$ cat config.mk
export PLATFORM = sky130hd
export DESIGN_NAME = spv_div
export DESIGN_NICKNAME = d
export VERILOG_FILES = /design/src/hdl/split_pseudo_voigt_peak_eval_unit_assert.svh /design/src/hdl/spv_div.sv
export SDC_FILE = /design/constraint.sdc
export NUM_CORES = 2
export LEC_CHECK = 0
export ABC_AREA = 0
export BUFFER_PORTS_ARGS = -buffer_cell sky130_fd_sc_hd__buf_2
export CORE_ASPECT_RATIO = 0.8
export CORE_MARGIN = 5
export CORE_UTILIZATION = 45
export DETAILED_ROUTE_END_ITERATION = 8
export GPL_ROUTABILITY_DRIVEN = 0
export GPL_TIMING_DRIVEN = 0
export PLACE_DENSITY = 0.63
export SLEW_MARGIN = 20
export SYNTH_ARGS = -nofsm -noshare
export SYNTH_HDL_FRONTEND = slang
export SYNTH_SLANG_ARGS = --single-unit
$ cat constraint.sdc
create_clock -name clk -period 4.8 [get_ports clk]
set_clock_uncertainty 0.2 [all_clocks]
set_input_delay 0.48 -clock clk [delete_from_list [all_inputs] [get_ports clk]]
set_output_delay 0.48 -clock clk [all_outputs]
set_load 0.02 [all_outputs]
$ cat src/hdl/split_pseudo_voigt_peak_eval_unit_assert.svh
// Assertion macros shared by the RTL.
`ifndef SPLIT_PSEUDO_VOIGT_PEAK_EVAL_UNIT_ASSERT_SVH
`define SPLIT_PSEUDO_VOIGT_PEAK_EVAL_UNIT_ASSERT_SVH

// Same-cycle implication, disabled during reset.
`define SPV_ASSERT_NOW(name, clk, rst, ante, cons) \
  name: assert property (@(posedge clk) disable iff (rst) (ante) |-> (cons)) \
    else $error("assertion failed");

// Next-cycle implication, disabled during reset.
`define SPV_ASSERT_NEXT(name, clk, rst, ante, cons) \
  name: assert property (@(posedge clk) disable iff (rst) (ante) |=> (cons)) \
    else $error("assertion failed");

`endif

$ cat src/hdl/spv_div.sv
`default_nettype none

module spv_div #(
  parameter int NW = 49,
  parameter int DW = 31,
  parameter int QW = 25,
  parameter int SW = 34
) (
  input  logic          clk,
  input  logic          rst,
  input  logic          en,
  input  logic          in_valid,
  input  logic [NW-1:0] num,
  input  logic [DW-1:0] den,
  input  logic [SW-1:0] side,
  output logic          out_valid,
  output logic [QW-1:0] quot,
  output logic [SW-1:0] side_out
);

  logic [DW-1:0] rem_r  [QW];
  logic [QW-1:0] low_r  [QW];
  logic [DW-1:0] den_r  [QW];
  logic [SW-1:0] side_r [QW];
  logic [QW-1:0] vld;

  for (genvar k = 0; k < QW; k++) begin : g_stage
    logic [DW-1:0] rem_in;
    logic [QW-1:0] low_in;
    logic [DW-1:0] den_in;
    logic [SW-1:0] side_in;
    logic          v_in;
    logic [DW:0]   trial;
    logic          ge;
    logic [DW-1:0] rem_next;

    if (k == 0) begin : g_first
      assign rem_in  = DW'(num >> QW);
      assign low_in  = num[QW-1:0];
      assign den_in  = den;
      assign side_in = side;
      assign v_in    = in_valid;
    end else begin : g_rest
      assign rem_in  = rem_r[k-1];
      assign low_in  = low_r[k-1];
      assign den_in  = den_r[k-1];
      assign side_in = side_r[k-1];
      assign v_in    = vld[k-1];
    end

    always_comb begin
      trial = {rem_in, low_in[QW-1]};
      ge = trial >= {1'b0, den_in};
      rem_next = ge ? DW'(trial - {1'b0, den_in}) : trial[DW-1:0];
    end

    always_ff @(posedge clk) begin
      if (rst) begin
        vld[k] <= 1'b0;
      end else if (en) begin
        vld[k] <= v_in;
      end
      if (en) begin
        rem_r[k]  <= rem_next;
        low_r[k]  <= {low_in[QW-2:0], ge};
        den_r[k]  <= den_in;
        side_r[k] <= side_in;
      end
    end
  end

  assign out_valid = vld[QW-1];
  assign quot      = low_r[QW-1];
  assign side_out  = side_r[QW-1];

endmodule

`default_nettype wire

==> impl_metrics.ini <==
[outcome]
status = completed

[clock_network]
cts_tree = built
clk_latency_ps = 850
path_clk_slew_ps = 60
cts_sinks = 2988
clockRootBuffer = clkbuf_16
cts.path.max_buffers = 4
cts_made_buffers = 314
cts_max_level = 5

[global_routing]
antenna_found_initial = 10
grt_overflow = 0
grt_max_degree = 156
grt_pass1_vias = 80129
grt_pass1_wl_mm = 446
grt.total_usage_pct = 17.3

[yosys]
synthCells = 10300
synth_area_um2 = 138000
synth-seq-area-share_pct = 64.9
ys.flop_type = edfxtp_1
yosys_register_bits = 2988
synth_edf_count = 2963
synth.distinct_cells = 92
yosysTopAreaCell = edfxtp_1
syn_area_per_cell_um2 = 13.4
yosysWarnings = 0
synth.net_count = 11211
yosysTopAreaCellShare_pct = 64.5
synth_common_cells = edfxtp_1, inv_1, ha_1, nand2_1, o21ai_0
synthArstFlopShare_pct = 0
synth.most_common_cell = edfxtp_1
synth.area.top_cells = edfxtp_1, ha_1, inv_1

[routing]
drt_iter0_drc = 8244
wl_per_cell_um = 18.7
final_antenna_net_count = 0
firstDrtPassIters = 8
drc = 0
vias = 83550
routed_wl_mm = 284
viasPerCell = 5.49

[cells_and_area]
post-route-util_pct = 51.2
layout.nets = 11855
drive_gt1_share_pct = 9.64
syn2layout_area_growth_pct = 13.0
final_area_um2 = 156000

[sta]
setup-violations-final = 0
relSlewSlack_pct = 17.6
slew_violations = 0
post-route-period-util_pct = 98.6
fin_ws_ps = 68.8
hold_viol_final = 0
fmax_ghz = 0.211
whs_ps = 50.0
rsz0062_at_grt = true
worst_pin_slew_ps = 1220
min_period_ps = 4730

[setup_path]
r2r_slack_ps = 80
path_class = in2reg
endpoint_kind = flip-flop
crit_arrival_ps = 5140
start_kind = input pin
path_max_fanout = 10
worstPathRequired_ps = 5200

[floorplan]
design.core.area_um2 = 305000
rows = 181
initial_utilization_pct = 45.3
die_x_um = 629
dieHeight_um = 505
die_area_um2 = 318000
pin_count = 178

[hold_path]
hp-class = in2reg

[place]
place_ws_ps = -1130
dpl-instance-area_um2 = 145000
dpl.hpwl_mm = 204
io_buffers = 176

[power]
vdd_ir_drop_max_uv = 419
power_density_nw_per_um2 = 631
cellLeakagePower_nw = 60.7

[flow_run]
maxCapViolations = 0
worst paths after layout:
| check | start | to | cells past startpoint |
|---|---|---|---|
| max | num[45] | rem_r[0][1] | 11 |
| min | en | side_r[0][65] | 2 |
| max reg2reg | low_r[0][274] | rem_r[2][115] | 15 |
| min reg2reg | low_r[0][329] | low_r[0][355] | 0 |
worst max-delay path: stages:
cell,delay [ps]
dlygate4sd3_1,550
buf_2,140
ha_1,350
and3_1,260
nand2_1,160
nor4_2,810
nand3_1,520
a2111o_1,650
clkbuf_1,310
mux2_2,350
dlygate4sd3_1,540
cell families (layout without fill, tap and decap cells):
group	count (synthesis)	count (layout)	synth area share, %
adder cells (fa/ha/maj)	793	793	7.33
XOR/XNOR	597	597	3.79
multiplexers	366	366	2.94
buffers and inverters	1154	2033	3.18
flip-flops	2988	2988	64.9
AND/OR/NAND/NOR	1983	1983	6.77
other	0	6	0
AO/OA/AOI/OAI	2419	2419	11.1
cell type report:
cell class	instances	area [um2]
antenna	6	15.0
buffer	198	852
clock buffer	379	8240
clock inverter	172	1530
fill	25293	149000
inverter	956	3590
multi-input combinational	6158	44300
sequential	2988	89500
tap	4026	5040
timing repair buffer	328	2860
metal layers:
metal,vias up,track usage [%],wire (um)
met4,4,5.26,8860
met5,-,0,26
met2,3149,24.1,114000
met1,40107,26.3,135000
met3,597,4.54,26000
li1,39693,-,-
registers in the layout, summed over array words and instances (netlist names):
| name | count |
|---|---|
| side_r | 850 |
| g_stage.v_in | 24 |
| den_r | 744 |
| out_valid | 1 |
| rem_r | 744 |
| low_r | 625 |
through the flow:
| step | std cells | power [mW] | TNS (ps) |
|---|---|---|---|
| after floorplan | 10300 | 64.0 | 0 |
| after global placement | 14502 | 75.0 | - |
| after detailed placement | 14526 | 73.9 | -278530 |
| after CTS | 15201 | 98.1 | 0 |
| after global routing | 15207 | 104 | -30.6 |
| final | 15211 | 98.3 | 0 |
layout by cell type, fill, tap and decap left out, types with 246 or more instances in the layout:
cell type / n
a21oi_1: 631
xnor2_1: 351
ha_1: 769
mux2_2: 288
a21o_1: 369
nor2_1: 515
xor2_1: 246
o21ai_0: 649
nand2_1: 659
edfxtp_1: 2963
inv_1: 952
clkbuf_16: 319
power by group:
group / total, mW / leakage [nW] / switching (mW) / internal [mW]
combinational: 37.1 / 26.7 / 21.7 / 15.4
clock: 23.2 / 4.76 / 9.75 / 13.4
sequential: 38.1 / 29.2 / 2.62 / 35.5
total: 98.3 / 60.7 / 34.0 / 64.3
timing repair:
action	in CTS	in global routing
hold buffers	118	0
hold endpoints to repair	249	0
resized for setup	37	71
setup endpoints to repair	221	329
setup buffers	6	4
pin swaps	3	4
Power figures use the tool's default switching activity.
